--- config.mk ---
export PLATFORM = sky130hd
export DESIGN_NAME = fba_ctrl
export DESIGN_NICKNAME = d
export VERILOG_FILES = /design/src/rtl/core/fba_pkg.sv /design/src/rtl/core/fba_ctrl.sv
export SDC_FILE = /design/constraint.sdc
export NUM_CORES = 1
export LEC_CHECK = 0
export ABC_AREA = 1
export BUFFER_PORTS_ARGS = -buffer_cell sky130_fd_sc_hd__clkbuf_2
export CAP_MARGIN = 15
export CORE_AREA = 2 2 39 41
export CTS_CLUSTER_DIAMETER = 30
export DETAILED_ROUTE_END_ITERATION = 10
export DIE_AREA = 0 0 41 43
export MAX_ROUTING_LAYER = met4
export PLACE_DENSITY = 0.62
export SLEW_MARGIN = 10
export SYNTH_ARGS = -nofsm -noshare
export SYNTH_HDL_FRONTEND = slang
export SYNTH_SLANG_ARGS = --single-unit
--- constraint.sdc ---
create_clock -name clk -period 1.1 [get_ports clk]
set_input_delay 0.165 -clock clk [delete_from_list [all_inputs] [get_ports clk]]
set_output_delay 0.165 -clock clk [all_outputs]
set_load 0.01 [all_outputs]
--- src/rtl/core/fba_pkg.sv ---
// Package for the frame bitmap allocator: field widths, operation and status
// codes, the command and status structs between controller and datapath and a helper.
// Depends on nothing.
`default_nettype none

package fba_pkg;

  localparam int WORD_W      = 64;
  localparam int BIT_W       = 6;
  localparam int FRAME_SHIFT = 12;
  localparam int CFG_W       = 13;
  localparam int ADDR_W      = 32;
  localparam int IDX_W       = ADDR_W - FRAME_SHIFT;
  localparam int FADDR_W     = 24;
  localparam int OP_W        = 2;
  localparam int ST_W        = 2;

  localparam logic [OP_W-1:0] OP_ALLOC   = 2'd0;
  localparam logic [OP_W-1:0] OP_FREE    = 2'd1;
  localparam logic [OP_W-1:0] OP_RESERVE = 2'd2;

  localparam logic [ST_W-1:0] ST_OK    = 2'd0;
  localparam logic [ST_W-1:0] ST_FULL  = 2'd1;
  localparam logic [ST_W-1:0] ST_RANGE = 2'd2;

  typedef struct packed {
    logic            load_in;
    logic            clr_wr;
    logic            rd_first;
    logic            rd_rmw;
    logic            rd_next;
    logic            scan_wr;
    logic            rmw_wr;
    logic            res_en;
    logic            res_hit;
    logic [ST_W-1:0] res_status;
    logic            load_out;
  } dp_cmd_t;

  typedef struct packed {
    logic [OP_W-1:0] op;
    logic            in_range;
    logic            limit_zero;
    logic            scan_hit;
    logic            scan_last;
    logic            clr_last;
  } dp_stat_t;

  function automatic logic [BIT_W-1:0] onehot_index(input logic [WORD_W-1:0] onehot);
    logic [BIT_W-1:0] res;
    res = '0;
    for (int k = 0; k < WORD_W; k++) begin
      if (onehot[k]) begin
        res = res | BIT_W'(k);
      end
    end
    return res;
  endfunction

endpackage

`default_nettype wire

--- src/rtl/core/fba_ctrl.sv ---
// Controller of the frame bitmap allocator: clearing pass, operation decode,
// word scan sequencing and the output handshake.
// Depends on fba_pkg.
`default_nettype none

module fba_ctrl (
  input  logic              clk,
  input  logic              rst,
  input  logic              in_valid,
  output logic              in_stall,
  output logic              out_valid,
  input  logic              out_stall,
  input  fba_pkg::dp_stat_t stat,
  output fba_pkg::dp_cmd_t  cmd
);

  typedef enum logic [2:0] {
    S_CLEAR,
    S_IDLE,
    S_DECODE,
    S_SCAN,
    S_RMW,
    S_FINISH
  } state_t;

  state_t state;
  state_t state_next;

  assign in_stall = (state != S_IDLE);

  always_comb begin
    cmd        = '0;
    state_next = state;
    unique case (state)
      S_CLEAR: begin
        cmd.clr_wr = 1'b1;
        if (stat.clr_last) begin
          state_next = S_IDLE;
        end
      end
      S_IDLE: begin
        if (in_valid) begin
          cmd.load_in = 1'b1;
          state_next  = S_DECODE;
        end
      end
      S_DECODE: begin
        unique case (stat.op)
          fba_pkg::OP_ALLOC: begin
            if (stat.limit_zero) begin
              cmd.res_en     = 1'b1;
              cmd.res_status = fba_pkg::ST_FULL;
              state_next     = S_FINISH;
            end else begin
              cmd.rd_first = 1'b1;
              state_next   = S_SCAN;
            end
          end
          fba_pkg::OP_FREE, fba_pkg::OP_RESERVE: begin
            if (stat.in_range) begin
              cmd.rd_rmw = 1'b1;
              state_next = S_RMW;
            end else begin
              cmd.res_en     = 1'b1;
              cmd.res_status = fba_pkg::ST_RANGE;
              state_next     = S_FINISH;
            end
          end
          default: begin
            cmd.res_en     = 1'b1;
            cmd.res_status = fba_pkg::ST_OK;
            state_next     = S_FINISH;
          end
        endcase
      end
      S_SCAN: begin
        priority if (stat.scan_hit) begin
          cmd.scan_wr    = 1'b1;
          cmd.res_en     = 1'b1;
          cmd.res_hit    = 1'b1;
          cmd.res_status = fba_pkg::ST_OK;
          state_next     = S_FINISH;
        end else if (stat.scan_last) begin
          cmd.res_en     = 1'b1;
          cmd.res_status = fba_pkg::ST_FULL;
          state_next     = S_FINISH;
        end else begin
          cmd.rd_next = 1'b1;
        end
      end
      S_RMW: begin
        cmd.rmw_wr     = 1'b1;
        cmd.res_en     = 1'b1;
        cmd.res_status = fba_pkg::ST_OK;
        state_next     = S_FINISH;
      end
      S_FINISH: begin
        if (!out_valid || !out_stall) begin
          cmd.load_out = 1'b1;
          state_next   = S_IDLE;
        end
      end
      default: begin
        state_next = S_CLEAR;
      end
    endcase
  end

  always_ff @(posedge clk) begin
    if (rst) begin
      state     <= S_CLEAR;
      out_valid <= 1'b0;
    end else begin
      state <= state_next;
      if (cmd.load_out) begin
        out_valid <= 1'b1;
      end else if (!out_stall) begin
        out_valid <= 1'b0;
      end
    end
  end

  a_one_writer: assert property (@(posedge clk) disable iff (rst)
    $onehot0({cmd.clr_wr, cmd.scan_wr, cmd.rmw_wr}))
    else $error("more than one bitmap write in a cycle");

  a_load_free_slot: assert property (@(posedge clk) disable iff (rst)
    cmd.load_out |-> (!out_valid || !out_stall))
    else $error("result register overwritten while held");

endmodule

`default_nettype wire
Word level (Yosys, flattened, before mapping)
Cells that the tools add are included.

Register bits: 4. Input port bits: 11. Output and inout port bits: 14. Word-level logic and storage cells: 61.

Eq/ne operators: 13. Multiplexer cells: 39. Reduce and logical (&&, ||, !) cells: 7.

Operator list (number): $mux 1 (24); $mux 3 (6); $pmux 3 s6 (1); $pmux 2 s2 (2); $eq 3x2->1 const B (2); $eq 3x3->1 const B (2); $mux 2 (3); $ne 2x2->1 const B (3); $pmux 3 s2 (1); $reduce_and 4->1 (1); $eq 3x1->1 const B (1); $logic_not 3->1 (1); $ne 3x1->1 const B (1); $ne 3x3->1 const B (1); $pmux 1 s3 (1); $eq 2x1->1 const B (1); $eq 2x2->1 const B (1); $logic_not 1->1 (2); $logic_not 2->1 (1); $ne 2x1->1 const B (1); $pmux 1 s2 (1); $reduce_or 2->1 (1); $logic_or 1x1->1 (1).

Longest topological paths before layout
Depth in word-level cells: 5. Gate-level depth with buffers: 8. Gate-level depth less buffers: 8.

Worst setup path before layout
Ideal clock, no wire load.

Kind: reg2out. Start point: register state[2]. End point: output cmd[1] (netlist bit). Arrival: 1.059 ns. Path slack: -0.124 ns. Cell stages (with the launch flop): 6. Cells stage by stage: dfxtp_1 -> inv_2 -> nand2_1 -> nor2_2 -> inv_1 -> o31ai_1.

RTL lines: start, declared (RTL line fba_ctrl.sv:26) `state_t state;`; start signal, assigned (RTL line fba_ctrl.sv:114) `state <= state_next;`; end, declared (RTL line fba_ctrl.sv:14) `output fba_pkg::dp_cmd_t cmd`.

Worst setup path in the final report
Start point: register state[1]. End point: register state[0].

Cells in the longest elaborated chain, start to end: 3. Elaborated cells between the ends (all ways): 12. Those cells by class: eq/ne (9); mux (1); reduce/logical (2).

RTL lines: $eq 3x2->1 (tied with other cells) (RTL line fba_ctrl.sv:34) `unique case (state)`; $ne 3x3->1 (no source line) / $ne 2x2->1 (equally long branches); $reduce_and 4->1 (no source line).

Several ways; a longest one is shown, not always the timed one. A chain may end at the register's enable or synchronous reset.

==> Implementation_results.wiki <==
{| class="wikitable"
! Metric !! Value
|-
| Status || finished with violations
|-
| Failing checks || setup timing
|-
| Count of port buffers added during placement || 24
|-
| Layout cell share with drive strength beyond 1 || 0.600
|-
| Via-to-Cell Ratio || 4.77
|-
| Total wire length after detailed routing || 1520 um
|-
| Cell count after placement || 122
|-
| Clock slew at reported path FFs || 40 ps
|-
| RePlAce Congestion || 0.712
|-
| CTS tree || built
|-
| Worst clock skew || 0.911 ps
|-
| VDD IR max || 0.000411 V
|-
| Number of cells in the finished layout apart from fillers || 136
|-
| Main combinational cell family by area after synthesis || simple AND/OR/NAND/NOR gates
|-
| Maximum Capacitance Violations || 0
|-
| Detail Route Antenna Nets || 0
|-
| H-Tree Level Count || 1
|-
| Buffer type at the clock tree root || clkbuf_4
|-
| First-pass iteration count of the detailed router || 4
|-
| Cell row count || 14
|-
| Total clock buffers created by CTS || 3
|-
| Initial Util || 0.310
|-
| Vias in the first global route || 556
|-
| Max Buffers Root-to-Sink || 2
|-
| Min-Delay Path Class || input port to flip-flop
|-
| Top fanout value on the critical path || 4
|-
| First-pass GRT wire length || 2060 um
|-
| Multiplexer share of the synthesized area || 0
|-
| Most frequent cells in the layout || nand2_1, inv_1, buf_4, clkbuf_2, buf_6
|-
| Final-report max-slew violation count || 0
|-
| Core footprint || 1380 sq um
|-
| Number of cells produced by synthesis || 76
|-
| Net count of the finished layout || 136
|-
| Count of final hold-check violations || 0
|-
| Area taken by multi-input logic gates || 364 sq um
|-
| Number of synthesized register bits || 4
|-
| Headroom to the max-slew limit || 0.831
|-
| DRT iter0 DRCs || 9
|-
| Post-synthesis xor/xnor area fraction || 0
|-
| Crit path setup slack, layout || -289 ps
|-
| Cell area after technology mapping || 429 sq um
|-
| Data arrival time of the critical path || 1500 ps
|-
| Total die area || 1760 sq um
|-
| Period utilization || 1.26
|-
| Share of synthesized area occupied by flip-flops and latches || 0.187
|-
| Setup violators final || 16
|-
| Die Ht || 43 um
|-
| Wire length per cell || 11.1 um
|-
| Fillcell total || 119
|-
| Overall die width || 41 um
|-
| Setup total negative slack || -3180 ps
|-
| HPWL Detailed || 959 um
|-
| Leak || 0.497 nW
|-
| Top Ports || 25
|-
| Pwr/cell area || 1200 nW/um^2
|-
| Fraction of the mapped netlist area in compound gates || 0.114
|-
| Simple-gate area share of the yosys netlist || 0.446
|-
| Fin crit period || 1390 ps
|-
| Upper clock frequency limit || 720 MHz
|-
| Maximum number of pins on one net before global-route repair || 6
|-
| Post-synthesis cell type count || 16
|-
| Area delta synth->final || 101%
|-
| Startpoint type of the worst setup path || flip-flop
|-
| Routed vias || 649
|-
| Avg Inst Size Synth || 5.65 sq um
|-
| Synth warn || 0
|-
| Net count of the mapped netlist || 90
|-
| Slew @ Worst Pin || 253 ps
|-
| Type of the worst setup path || flip-flop to flip-flop
|-
| Global-route usage over all layers || 0.176
|-
| Clock sinks || 4
|-
| Count of inserted antenna diode cells || 0
|-
| Number of DRC violations after detailed routing || 0
|-
| Util after Layout || 0.624
|-
| Unrepaired setup endpoints after global routing || yes
|-
| Overflow left after global routing || 0
|-
| Clk Latency, worst-skew pair || 230 ps
|-
| Post-synthesis adder-cell area fraction || 0.0875
|-
| Total area of sequential cells || 91.3 sq um
|-
| Required time of the worst setup path || 1210 ps
|-
| Antenna violations before repair || 0
|-
| Capturing element type of the critical path || flip-flop
|}
-- repair_timing --
item | CTS | global route
pin swaps | 9 | 8
hold buffers | 0 | 0
buffers inserted | 8 | 5
resized for setup | 24 | 25
setup endpoints to repair | 16 | 16
-- cell families (layout without fill, tap and decap cells) --
kind of cell    count (synthesis)  after routing
simple gates                   43             43
buf+inv                        18             62
compound gates                  8              8
flops                           4              4
fa+ha+maj                       3              3
-- Yosys cell counts (all sizes together) --
library cell | n | area (sq um)
a21oi | 5 | 28.8
buf | 1 | 7.51
dfxtp | 4 | 80.1
ha | 3 | 37.5
inv | 17 | 63.8
nand2 | 20 | 80.1
nand3 | 8 | 40.0
nor2 | 11 | 51.3
nor3 | 4 | 20.0
o211ai | 1 | 7.51
o21ai | 1 | 5.00
o31ai | 1 | 7.51
-- layout make-up --
type                    count  share of cell area
multi-input cells          54               0.422
clock buffers               3              0.0261
inverters                  17              0.0768
well taps                  16              0.0232
flip-flops and latches      4               0.106
repair buffers             42               0.346
-- worst paths after layout --
path,startpoint,to,slack (ps),cells past startpoint
setup / recovery,state[1],state[0],-290,9
hold / removal,rst,state[2],150,2
setup reg to reg,state[1],state[0],-290,9
hold reg to reg,out_valid,out_valid,480,2
-- sequential cells by signal, indices dropped and copies added, names as in the netlist --
name       cells
state          3
out_valid      1
-- stage by stage --
step           setup slack [ps]  cell area, sq um  power [mW]  hold WS, ps
3_5_place_dp               -138               628       0.612          375
2_1_floorplan             -60.5               443       0.453          220
3_3_place_gp               -117               628       0.605          376
4_1_cts                    -278               778       0.940          133
5_1_grt                    -338               863        1.11          154
6_report                   -289               863        1.04          153
-- power by group --
part / leakage (nW) / internal (mW) / total, mW / switching, mW
sequential: 0.0347 / 0.177 / 0.221 / 0.0445
combinational: 0.448 / 0.309 / 0.635 / 0.326
clock: 0.0138 / 0.122 / 0.181 / 0.0588
total: 0.497 / 0.608 / 1.04 / 0.429
-- routing by layer --
layer | track usage | up-vias | wire, um
li1 | - | 324 | -
met1 | 0.153 | 299 | 559
met2 | 0.319 | 19 | 859
met3 | 0.0419 | 7 | 54
met4 | 0.0933 | 0 | 42
met5 | - | - | 0
-- critical path, cell delays in order (launching register included) --
cell and delay, ps:
dfxtp_4 360, buf_6 120, nor2_4 170, buf_4 140, buf_6 90, nand3_2 80, nand2_2 110, nor2_4 40
nand2_1 90, a21oi_2 70
(Power assumes the default switching activity.)
