[src/rtl/core/fba_pkg.sv]
// Package for the frame bitmap allocator: field widths, operation and status
// codes, the command and status structs between controller and datapath and a helper.
// Depends on nothing.
`default_nettype none

package fba_pkg;

  localparam int WORD_W      = 64;
  localparam int BIT_W       = 6;
  localparam int FRAME_SHIFT = 12;
  localparam int CFG_W       = 13;
  localparam int ADDR_W      = 32;
  localparam int IDX_W       = ADDR_W - FRAME_SHIFT;
  localparam int FADDR_W     = 24;
  localparam int OP_W        = 2;
  localparam int ST_W        = 2;

  localparam logic [OP_W-1:0] OP_ALLOC   = 2'd0;
  localparam logic [OP_W-1:0] OP_FREE    = 2'd1;
  localparam logic [OP_W-1:0] OP_RESERVE = 2'd2;

  localparam logic [ST_W-1:0] ST_OK    = 2'd0;
  localparam logic [ST_W-1:0] ST_FULL  = 2'd1;
  localparam logic [ST_W-1:0] ST_RANGE = 2'd2;

  typedef struct packed {
    logic            load_in;
    logic            clr_wr;
    logic            rd_first;
    logic            rd_rmw;
    logic            rd_next;
    logic            scan_wr;
    logic            rmw_wr;
    logic            res_en;
    logic            res_hit;
    logic [ST_W-1:0] res_status;
    logic            load_out;
  } dp_cmd_t;

  typedef struct packed {
    logic [OP_W-1:0] op;
    logic            in_range;
    logic            limit_zero;
    logic            scan_hit;
    logic            scan_last;
    logic            clr_last;
  } dp_stat_t;

  function automatic logic [BIT_W-1:0] onehot_index(input logic [WORD_W-1:0] onehot);
    logic [BIT_W-1:0] res;
    res = '0;
    for (int k = 0; k < WORD_W; k++) begin
      if (onehot[k]) begin
        res = res | BIT_W'(k);
      end
    end
    return res;
  endfunction

endpackage

`default_nettype wire

[src/rtl/core/fba_ram.sv]
// Generic single-port-write, single-port-read RAM with a registered read.
// Depends on nothing.
`default_nettype none

module fba_ram #(
  parameter int WIDTH = 64,
  parameter int DEPTH = 64,
  localparam int AW   = (DEPTH > 1) ? $clog2(DEPTH) : 1
) (
  input  logic             clk,
  input  logic             we,
  input  logic [AW-1:0]    waddr,
  input  logic [WIDTH-1:0] wdata,
  input  logic [AW-1:0]    raddr,
  output logic [WIDTH-1:0] rdata
);

  logic [WIDTH-1:0] mem [DEPTH];

  always_ff @(posedge clk) begin
    if (we) begin
      mem[waddr] <= wdata;
    end
    rdata <= mem[raddr];
  end

endmodule

`default_nettype wire

[src/rtl/core/fba_datapath.sv]
// Datapath of the frame bitmap allocator: bitmap RAM, scan pointer, search
// logic, read-modify-write logic and result registers.
// Depends on fba_pkg and fba_ram.
`default_nettype none

module fba_datapath #(
  parameter int NUM_FRAMES = 4096
) (
  input  logic                         clk,
  input  logic                         rst,
  input  logic [fba_pkg::CFG_W-1:0]    frame_count,
  input  logic [fba_pkg::OP_W-1:0]     opcode,
  input  logic [fba_pkg::ADDR_W-1:0]   address,
  input  fba_pkg::dp_cmd_t             cmd,
  output fba_pkg::dp_stat_t            stat,
  output logic [fba_pkg::FADDR_W-1:0]  frame_address,
  output logic [fba_pkg::ST_W-1:0]     status
);

  localparam int WORD_W = fba_pkg::WORD_W;
  localparam int BIT_W  = fba_pkg::BIT_W;
  localparam int WORDS  = (NUM_FRAMES + WORD_W - 1) / WORD_W;
  localparam int AW     = (WORDS > 1) ? $clog2(WORDS) : 1;
  localparam int LIM_W  = $clog2(NUM_FRAMES + 1);
  localparam int CMP_W  = (LIM_W > fba_pkg::CFG_W) ? LIM_W : fba_pkg::CFG_W;
  localparam int IC_W   = (LIM_W > fba_pkg::IDX_W) ? LIM_W : fba_pkg::IDX_W;
  localparam logic [BIT_W-1:0] TOP_BIT = BIT_W'(WORD_W - 1);

  logic [fba_pkg::OP_W-1:0]    op_q;
  logic [fba_pkg::IDX_W-1:0]   idx_q;
  logic [LIM_W-1:0]            limit_q;
  logic [AW-1:0]               scan_ptr;
  logic [fba_pkg::FADDR_W-1:0] res_faddr;
  logic [fba_pkg::ST_W-1:0]    res_status;

  logic [CMP_W-1:0]            fc_ext;
  logic [CMP_W-1:0]            nf_ext;
  logic [CMP_W-1:0]            lim_sel;
  logic [LIM_W-1:0]            limit_m1;
  logic [AW-1:0]               last_word;
  logic [BIT_W-1:0]            last_bit;
  logic [AW-1:0]               rmw_word;
  logic [BIT_W-1:0]            rmw_bit;
  logic [WORD_W-1:0]           rdata;
  logic [WORD_W-1:0]           mask;
  logic [WORD_W-1:0]           free_bits;
  logic [WORD_W-1:0]           low_bit;
  logic [BIT_W-1:0]            hit_pos;
  logic [31:0]                 hit_index;
  logic [fba_pkg::FADDR_W-1:0] hit_faddr;
  logic [WORD_W-1:0]           bit_sel;
  logic [WORD_W-1:0]           rmw_data;
  logic                        ram_we;
  logic [AW-1:0]               ram_waddr;
  logic [WORD_W-1:0]           ram_wdata;
  logic [AW-1:0]               ram_raddr;

  assign fc_ext  = CMP_W'(frame_count);
  assign nf_ext  = CMP_W'(NUM_FRAMES);
  assign lim_sel = (fc_ext > nf_ext) ? nf_ext : fc_ext;

  assign limit_m1  = limit_q - LIM_W'(1);
  assign last_word = AW'(limit_m1 >> BIT_W);
  assign last_bit  = BIT_W'(limit_m1);
  assign rmw_word  = AW'(idx_q >> BIT_W);
  assign rmw_bit   = idx_q[BIT_W-1:0];

  assign mask      = (scan_ptr == last_word) ? ({WORD_W{1'b1}} >> (TOP_BIT - last_bit))
                                             : {WORD_W{1'b1}};
  assign free_bits = ~rdata & mask;
  assign low_bit   = free_bits & (~free_bits + WORD_W'(1));
  assign hit_pos   = fba_pkg::onehot_index(low_bit);
  assign hit_index = (32'(scan_ptr) << BIT_W) | 32'(hit_pos);
  assign hit_faddr = fba_pkg::FADDR_W'(hit_index << fba_pkg::FRAME_SHIFT);

  assign bit_sel  = WORD_W'(1) << rmw_bit;
  assign rmw_data = (op_q == fba_pkg::OP_FREE) ? (rdata & ~bit_sel) : (rdata | bit_sel);

  assign stat.op         = op_q;
  assign stat.in_range   = IC_W'(idx_q) < IC_W'(limit_q);
  assign stat.limit_zero = (limit_q == '0);
  assign stat.scan_hit   = |free_bits;
  assign stat.scan_last  = (scan_ptr == last_word);
  assign stat.clr_last   = (scan_ptr == AW'(WORDS - 1));

  assign ram_we    = cmd.clr_wr | cmd.scan_wr | cmd.rmw_wr;
  assign ram_waddr = cmd.rmw_wr ? rmw_word : scan_ptr;

  always_comb begin
    priority if (cmd.clr_wr) begin
      ram_wdata = {WORD_W{1'b1}};
    end else if (cmd.scan_wr) begin
      ram_wdata = rdata | low_bit;
    end else begin
      ram_wdata = rmw_data;
    end
  end

  always_comb begin
    priority if (cmd.rd_rmw) begin
      ram_raddr = rmw_word;
    end else if (cmd.rd_next) begin
      ram_raddr = AW'(scan_ptr + AW'(1));
    end else begin
      ram_raddr = '0;
    end
  end

  fba_ram #(
    .WIDTH (WORD_W),
    .DEPTH (WORDS)
  ) u_map_ram (
    .clk   (clk),
    .we    (ram_we),
    .waddr (ram_waddr),
    .wdata (ram_wdata),
    .raddr (ram_raddr),
    .rdata (rdata)
  );

  always_ff @(posedge clk) begin
    if (rst) begin
      scan_ptr <= '0;
    end else if (cmd.rd_first) begin
      scan_ptr <= '0;
    end else if (cmd.clr_wr || cmd.rd_next) begin
      scan_ptr <= AW'(scan_ptr + AW'(1));
    end
  end

  always_ff @(posedge clk) begin
    if (cmd.load_in) begin
      op_q    <= opcode;
      idx_q   <= address[fba_pkg::ADDR_W-1:fba_pkg::FRAME_SHIFT];
      limit_q <= LIM_W'(lim_sel);
    end
    if (cmd.res_en) begin
      res_faddr  <= cmd.res_hit ? hit_faddr : '0;
      res_status <= cmd.res_status;
    end
    if (cmd.load_out) begin
      frame_address <= res_faddr;
      status        <= res_status;
    end
  end

  a_scan_in_range: assert property (@(posedge clk) disable iff (rst)
    cmd.scan_wr |-> (scan_ptr <= last_word) && !stat.limit_zero)
    else $error("bitmap write outside the searched words");

endmodule

`default_nettype wire

[config.mk]
export PLATFORM = sky130hd
export DESIGN_NAME = fba_datapath
export DESIGN_NICKNAME = d
export VERILOG_FILES = /design/src/rtl/core/fba_pkg.sv /design/src/rtl/core/fba_ram.sv /design/src/rtl/core/fba_datapath.sv
export SDC_FILE = /design/constraint.sdc
export NUM_CORES = 2
export LEC_CHECK = 0
export ABC_CLOCK_PERIOD_IN_PS = 7400
export CELL_PAD_IN_SITES_DETAIL_PLACEMENT = 1
export CELL_PAD_IN_SITES_GLOBAL_PLACEMENT = 1
export CORE_MARGIN = 2
export CORE_UTILIZATION = 51
export DETAILED_ROUTE_END_ITERATION = 10
export DONT_BUFFER_PORTS = 1
export GPL_TIMING_DRIVEN = 0
export PLACE_DENSITY_LB_ADDON = 0.25
export SYNTH_ARGS = -nofsm -noshare
export SYNTH_HDL_FRONTEND = slang
export SYNTH_HIERARCHICAL = 1
export SYNTH_SLANG_ARGS = --single-unit
export TNS_END_PERCENT = 100
[constraint.sdc]
create_clock -name clk -period 7.4 [get_ports clk]
set_clock_uncertainty 0.1 [all_clocks]
set_input_delay 1.11 -clock clk [delete_from_list [all_inputs] [get_ports clk]]
set_output_delay 1.11 -clock clk [all_outputs]
set_load 0.02 [all_outputs]
======== Yosys cells after proc, flatten, opt, wreduce, memory -nomap -nowiden ========
Memory sizes are Yosys's and may differ from the RTL's. A register that Yosys moved wholly into a read port is not among the register bits.
Index checks and enable logic that the tools add are counted.
word-level totals
  word-level logic and storage cells ...... 115
  RAM bits ................................ 4096
  memories ................................ 1
  output and inout bits ................... 33
  input bits .............................. 61
  flip-flop bits (word level) ............. 93
memories
  memory         words  width  read ports  clocked after Yosys merged registers in  write ports  RTL line       RTL
  u_map_ram.mem  64     64     1           1                                        1            fba_ram.sv:18  logic [WIDTH-1:0] mem [DEPTH];
cells by class
  $add $sub $neg .......................... 4
  reduce and logical (&&, ||, !) cells .... 4
  $lt $le $gt $ge ......................... 2
  shift operators ......................... 2
  equal/unequal tests ..................... 3
  bitwise gates (word level) .............. 11
  mux-type cells .......................... 79
operators by type and width
  operator                 count
  $mux W64                 5
  $mux W6                  41
  $and A64 B64 Y64         3
  $not A64 Y64             3
  $or A64 B64 Y64          2
  $mux W5                  16
  $add A64 B1 Y64 const B  1
  $reduce_or A64 Y1        1
  $shl A1 B6 Y64 const A   1
  $shr A64 B6 Y64 const A  1
  $mux W4                  8
  $lt A20 B13 Y1           1
  $gt A13 B13 Y1 const B   1
  $logic_not A13 Y1        1
  $mux W3                  4
  $or A12 B6 Y12           1
  $sub A12 B1 Y12 const B  1
  $add A6 B1 Y6 const B    1
  $eq A6 B6 Y1             1
  $eq A6 B6 Y1 const B     1
  $sub A6 B6 Y6 const A    1
  $mux W2                  2
  $mux W1                  3
  $reduce_bool A3 Y1       1
  3 further kinds          4

======== Longest topological paths before layout ========
  depth in word-level cells ............... 72
  depth in mapped cells ................... 18
  mapped depth without buffers ............ 15

======== Modules after synthesis ========
The synthesis kept the hierarchy.
modules (own cells, without submodules)
  module        sequential area each (µm²)  area an instance (µm²)  times used  cells each
  fba_ram       124279.2                    156348.7                1           6598
  fba_datapath  2011.9                      7753.7                  1           1037

======== Worst setup path before layout ========
Ideal clock, no wire load.
  path kind ............................... input-to-reg
  start point ............................. in cmd[6] in the netlist's numbering
  end point ............................... mem u_map_ram.mem[48][0] (enable)
  data required time ...................... 6.736 ns
  cell stages on the path ................. 6
  buffers on the path ..................... 3
  path slack .............................. 0.074 ns
  arrival time ............................ 6.661 ns
  library setup time ...................... 0.564 ns
  cells stage by stage .................... clkbuf_1 -> clkbuf_1 -> clkbuf_1 -> or3_1 -> nand4b_1 -> nor3_1
between the ends
  cells in the longest elaborated chain, start to end .. 4
ends and longest elaborated chain
  item                           RTL line            RTL
  from (decl)                    fba_datapath.sv:14  input fba_pkg::dp_cmd_t cmd,
  $or A1 B1 Y1 (2 in series)     fba_datapath.sv:86  assign ram_we = cmd.clr_wr | cmd.scan_wr | cmd.rmw_wr;
  net ram_we                     fba_datapath.sv:53  logic ram_we;
  $mux W1                        fba_ram.sv:21       if (we) begin
  $mux W1 (implied by the code)  fba_ram.sv:22       mem[waddr] <= wdata;
  to (decl)                      fba_ram.sv:18
The timed path passes the listed nets, and every way through them passes these cells.

======== Worst setup path after layout ========
  start point ............................. reg limit_q[0]
  end point ............................... mem u_map_ram.mem[21][24] (data pin)
between the ends
  cells in the longest elaborated chain, start to end .. 12
  elaborated cells between the ends (all ways) .. 13
  classes of those cells .................. add/sub (3); eq/ne (1); shift (1); mux (4); bitwise (4)
ends and longest elaborated chain
  item                        RTL line             RTL
  from (decl)                 fba_datapath.sv:31   logic [LIM_W-1:0] limit_q;
  from (signal assigned)      fba_datapath.sv:135  limit_q <= LIM_W'(lim_sel);
  $sub A12 B1 Y12 (*)         fba_datapath.sv:62   assign limit_m1 = limit_q - LIM_W'(1);
  $sub A6 B6 Y6               fba_datapath.sv:68   assign mask = (scan_ptr == last_word) ? ({WORD_W{1'b1}} >> (TOP_BIT - last_bit))
  $shr A64 B6 Y64             fba_datapath.sv:68
  $mux W64 (*)                fba_datapath.sv:68
  $and A64 B64 Y64 (*)        fba_datapath.sv:70   assign free_bits = ~rdata & mask;
  $not A64 Y64                fba_datapath.sv:71   assign low_bit = free_bits & (~free_bits + WORD_W'(1));
  $add A64 B1 Y64             fba_datapath.sv:71
  $and A64 B64 Y64 (*)        fba_datapath.sv:71
  $or A64 B64 Y64 (*)         fba_datapath.sv:93   ram_wdata = rdata | low_bit;
  $mux W64 (*)                fba_datapath.sv:92   end else if (cmd.scan_wr) begin
  $mux W64 (*) (2 in series)  fba_datapath.sv:90   priority if (cmd.clr_wr) begin
  net ram_wdata[24]           fba_datapath.sv:55   logic [WORD_W-1:0] ram_wdata;
Mark *: on every way through the listed nets, which the timed path passes. The rest lies on a longest branch. The select of a mux whose other input is x is not followed.

==> results.json <==
{
  "rsz0062_at_grt": "false",
  "worst_setup_path_end_kind": "flop",
  "slowest_stage": "nor4_1",
  "ir_drop_uv": 210,
  "holdWs_ps": 141,
  "intPower_uw": 41000,
  "via_per_inst": 6.84,
  "met3_length_um": 68700,
  "ys_warn_count": 6,
  "dieArea_um2": 326000,
  "design_area_um2": 190000,
  "grt_pass1_vias": 89982,
  "start_kind": "flop",
  "status": "complete, but fails checks",
  "top_layer_used": "met5",
  "critical_path_class": "reg -> reg",
  "drv_cap": 1,
  "cts_sinks": 4229,
  "grt_overflow": 0,
  "place_congestion": 0.987,
  "synth_flop_cell": "edfxtp_1",
  "vias": 89595,
  "path_cells": "inv_1 > ha_1 > xnor2_1 > nand2_1 > a21oi_1 > a31oi_1 > nor4_4 > nand4_2 > buf_2 > nor4_1 > a31oi_1 > o211ai_1 > buf_4 > buf_6 > buf_4 > buf_4",
  "pwr-share-clk_pct": 38.7,
  "crit_path_max_incr_delay_ps": 830,
  "die_w_um": 571,
  "drive_gt1_share_pct": 27.5,
  "multiInputGateArea_um2": 36600,
  "layout.cells.non_filler": 13091,
  "p_leak_uw": 0.0584,
  "avgSynthCellArea_um2": 21.5,
  "antenna_found_initial": 65,
  "routed_wl_um": 546000,
  "timing.rr.start": "limit_q[0]",
  "critical_path_required_ps": 8120,
  "root_buffer": "clkbuf_16",
  "die_h_um": 571,
  "initial_utilization_pct": 51.2,
  "hp-class": "in -> reg",
  "path_max_fanout": 14,
  "synth_adder_area_share_pct": 0.122,
  "wl_per_cell_um": 41.7,
  "ys_types": 85,
  "drc": 0,
  "synth-simple-area-share_pct": 2.69,
  "rr_endpoint": "u_map_ram/mem[21][24]",
  "cts_buffer_depth": 4,
  "core_um2": 321000,
  "powerDensity_nw_per_um2": 287,
  "synth_xor_area_share_pct": 0.112,
  "syn_area_um2": 164000,
  "regArea_um2": 126000,
  "drt-pass1-iter-count": 6,
  "fill_cells": 26584,
  "switching_share_pct": 24.8,
  "worst_pin_slew_ps": 1710,
  "finalMaxSlewViolations": 9,
  "wl_met2_um": 248000,
  "p_seq_share_pct": 50.5,
  "numPortBuffers": 0,
  "ys_seq_area_share_pct": 77.0,
  "wirelength_met1_um": 201000,
  "synth_cells": 7635,
  "critical_path_arrival_ps": 8090,
  "setup_tns_ps": 0,
  "synth-compound-area-share_pct": 3.76,
  "p_switching_uw": 13500,
  "htreeDepth": 5,
  "crit_start": "limit_q[0]",
  "critPathCapture": "u_map_ram/mem[21][24]",
  "post-route-period-util_pct": 99.6,
  "num_io_pins": 94,
  "dpl_cell_area_um2": 177000,
  "finalHoldViolCount": 0,
  "grt_pass1_wl_um": 744000,
  "drtIter0Drc": 13872,
  "drt.antenna.violating_nets": 0,
  "p_comb_share_pct": 10.8,
  "slew_headroom_pct": -14.2,
  "cts.clk_slew.worst_paths_ps": 60,
  "dp_hpwl_um": 376000,
  "area_growth_pct": 15.9,
  "crit_top_cell": "buf_4",
  "r2r_setup_slack_ps": 30,
  "async_reset_ff_share_pct": 0,
  "rows": 208,
  "final-setup-viol-count": 0,
  "reg2reg_depth": 16,
  "failed_checks": "capacitance limit, slew limit",
  "dp.cells": 12279,
  "layout.nets": 8483,
  "synth_top_family_by_area": "multiplexers",
  "grt_max_degree": 65,
  "insertion_delay_ps": 1000,
  "synthMuxAreaShare_pct": 14.9,
  "numCtsBuffers": 422,
  "fin_util_pct": 59.3,
  "ys_seq_elements": 4229,
  "synth-edff-count": 4159,
  "grt_usage_pct": 33.4,
  "period_minus_slack_ps": 7370,
  "tritoncts": "yes",
  "clock.fmax_mhz": 136
}
## cell usage in the layout (no fill, tap or decap), types with 36 or more instances in the layout
master	instances
bufinv_16	36
clkbuf_1	275
buf_12	212
clkinv_1	89
edfxtp_1	4159
a31oi_1	73
nor2_4	65
a22o_1	89
o221ai_1	40
a22oi_1	175
o21ai_0	84
nor3_1	42
dfxtp_1	70
a211oi_1	64
clkbuf_16	427
a21oi_1	72
buf_16	38
nand2_1	170
mux2i_1	138
buf_6	40
nor2_1	122
diode_2	43
o22ai_1	85
inv_1	42
buf_4	88
buf_2	183
mux4_2	1024
or3_1	43
nand3_1	66
nor2b_1	55
and3_1	78
clkinv_2	64
## critical path, delay by kind of cell, from the launching register on
| family | cells | cell delay (ps) |
|---|---|---|
| DFF | 1 | 560 |
| and+or+nand+nor | 4 | 2210 |
| buffers and inverters | 6 | 1470 |
| adders and majority gates | 1 | 310 |
| AOI/OAI and AO/OA | 4 | 1850 |
| xor gates and xnor gates | 1 | 640 |
## area by class of cell
| cell class | count | share of cell area, % |
|---|---|---|
| Antenna cell | 43 | 0.0566 |
| Buffer | 452 | 1.15 |
| Clock buffer | 525 | 5.86 |
| Clock inverter | 236 | 1.18 |
| Inverter | 44 | 0.0868 |
| Multi-Input combinational cell | 2921 | 19.2 |
| Sequential cell | 4229 | 66.4 |
| Tap cell | 4305 | 2.83 |
| Timing Repair Buffer | 336 | 3.23 |
## flip-flops by register name (all words and copies together) (netlist names)
| signal | flops |
|---|---|
| op_q | 2 |
| scan_ptr | 6 |
| status | 2 |
| u_map_ram/mem | 4096 |
| limit_q | 13 |
| res_faddr | 12 |
| res_status | 2 |
| u_map_ram/rdata | 64 |
| idx_q | 20 |
| frame_address | 12 |
## cells in the mapped netlist, types with 14 or more instances
library cell / instances / share of area (%)
nand2_1: 175 / 0.40
buf_4: 47 / 0.22
buf_2: 182 / 0.56
mux2i_1: 138 / 0.84
nand3_1: 67 / 0.20
nor3_1: 45 / 0.14
a21oi_1: 91 / 0.28
xnor2_1: 14 / 0.075
edfxtp_1: 4159 / 76
a211oi_1: 71 / 0.32
o22ai_1: 85 / 0.32
or2_2: 35 / 0.13
nor4_1: 18 / 0.069
and3_1: 78 / 0.30
inv_1: 42 / 0.096
nor2b_1: 55 / 0.21
clkbuf_1: 191 / 0.44
dfxtp_1: 70 / 0.85
o221ai_1: 40 / 0.21
a2bb2oi_1: 21 / 0.11
or3_1: 43 / 0.16
ha_1: 16 / 0.12
a31oi_1: 78 / 0.30
a22oi_1: 179 / 0.82
a22o_1: 89 / 0.48
o21ai_0: 95 / 0.29
buf_1: 21 / 0.048
mux4_2: 1024 / 14
a41oi_1: 35 / 0.19
nand2b_1: 35 / 0.13
and2_1: 18 / 0.069
nor2_1: 190 / 0.43
## kinds of logic after synthesis
group	Yosys count
xor+xnor	21
other cells	1
mux	1167
flops	4229
buf+inv	496
fa+ha+maj	16
compound gates	867
simple gates	838
## worst min-delay path by stage
| stage | startpoint | endpoint | cells past startpoint |
|---|---|---|---|
| final | address[17] | idx_q[5] | 0 |
| after global routing | address[17] | idx_q[5] | 0 |
| after CTS | address[16] | idx_q[4] | 0 |
| after detailed placement | res_faddr[15] | frame_address[15] | 0 |
| after global placement | res_faddr[14] | frame_address[14] | 0 |
| after floorplan | res_faddr[12] | frame_address[12] | 0 |
## power groups by stage
stage          clock network (µW)  registers [µW]  logic [µW]
2_1_floorplan                   0           28000        2850
3_3_place_gp                    0           28400        5000
3_5_place_dp                    0           28100        5690
4_1_cts                     21300           27600        5740
5_1_grt                     22100           27600        6050
6_report                    21100           27600        5900
## what timing repair did
action / CTS / global route
gates resized for setup: 11 / 7
hold buffers: 0 / 0
setup buffers: 1 / 5
pin swaps: 3 / 3
endpoints found under the setup margin: 287 / 231
## per-stage QoR
step / setup slack [ps] / total power [µW]
2_1_floorplan: 74.3 / 30900
3_3_place_gp: -8270 / 33400
3_5_place_dp: -227 / 33700
4_1_cts: 4.96 / 54600
5_1_grt: 24.1 / 55700
6_report: 31.1 / 54600
## layer usage
metal	GRT usage, %	vias up
met5	0	-
met4	14.2	34
met3	9.15	1106
met2	50.5	6383
met1	46.1	48042
li1	-	34030
No activity file was read; power rests on OpenSTA's default activity.
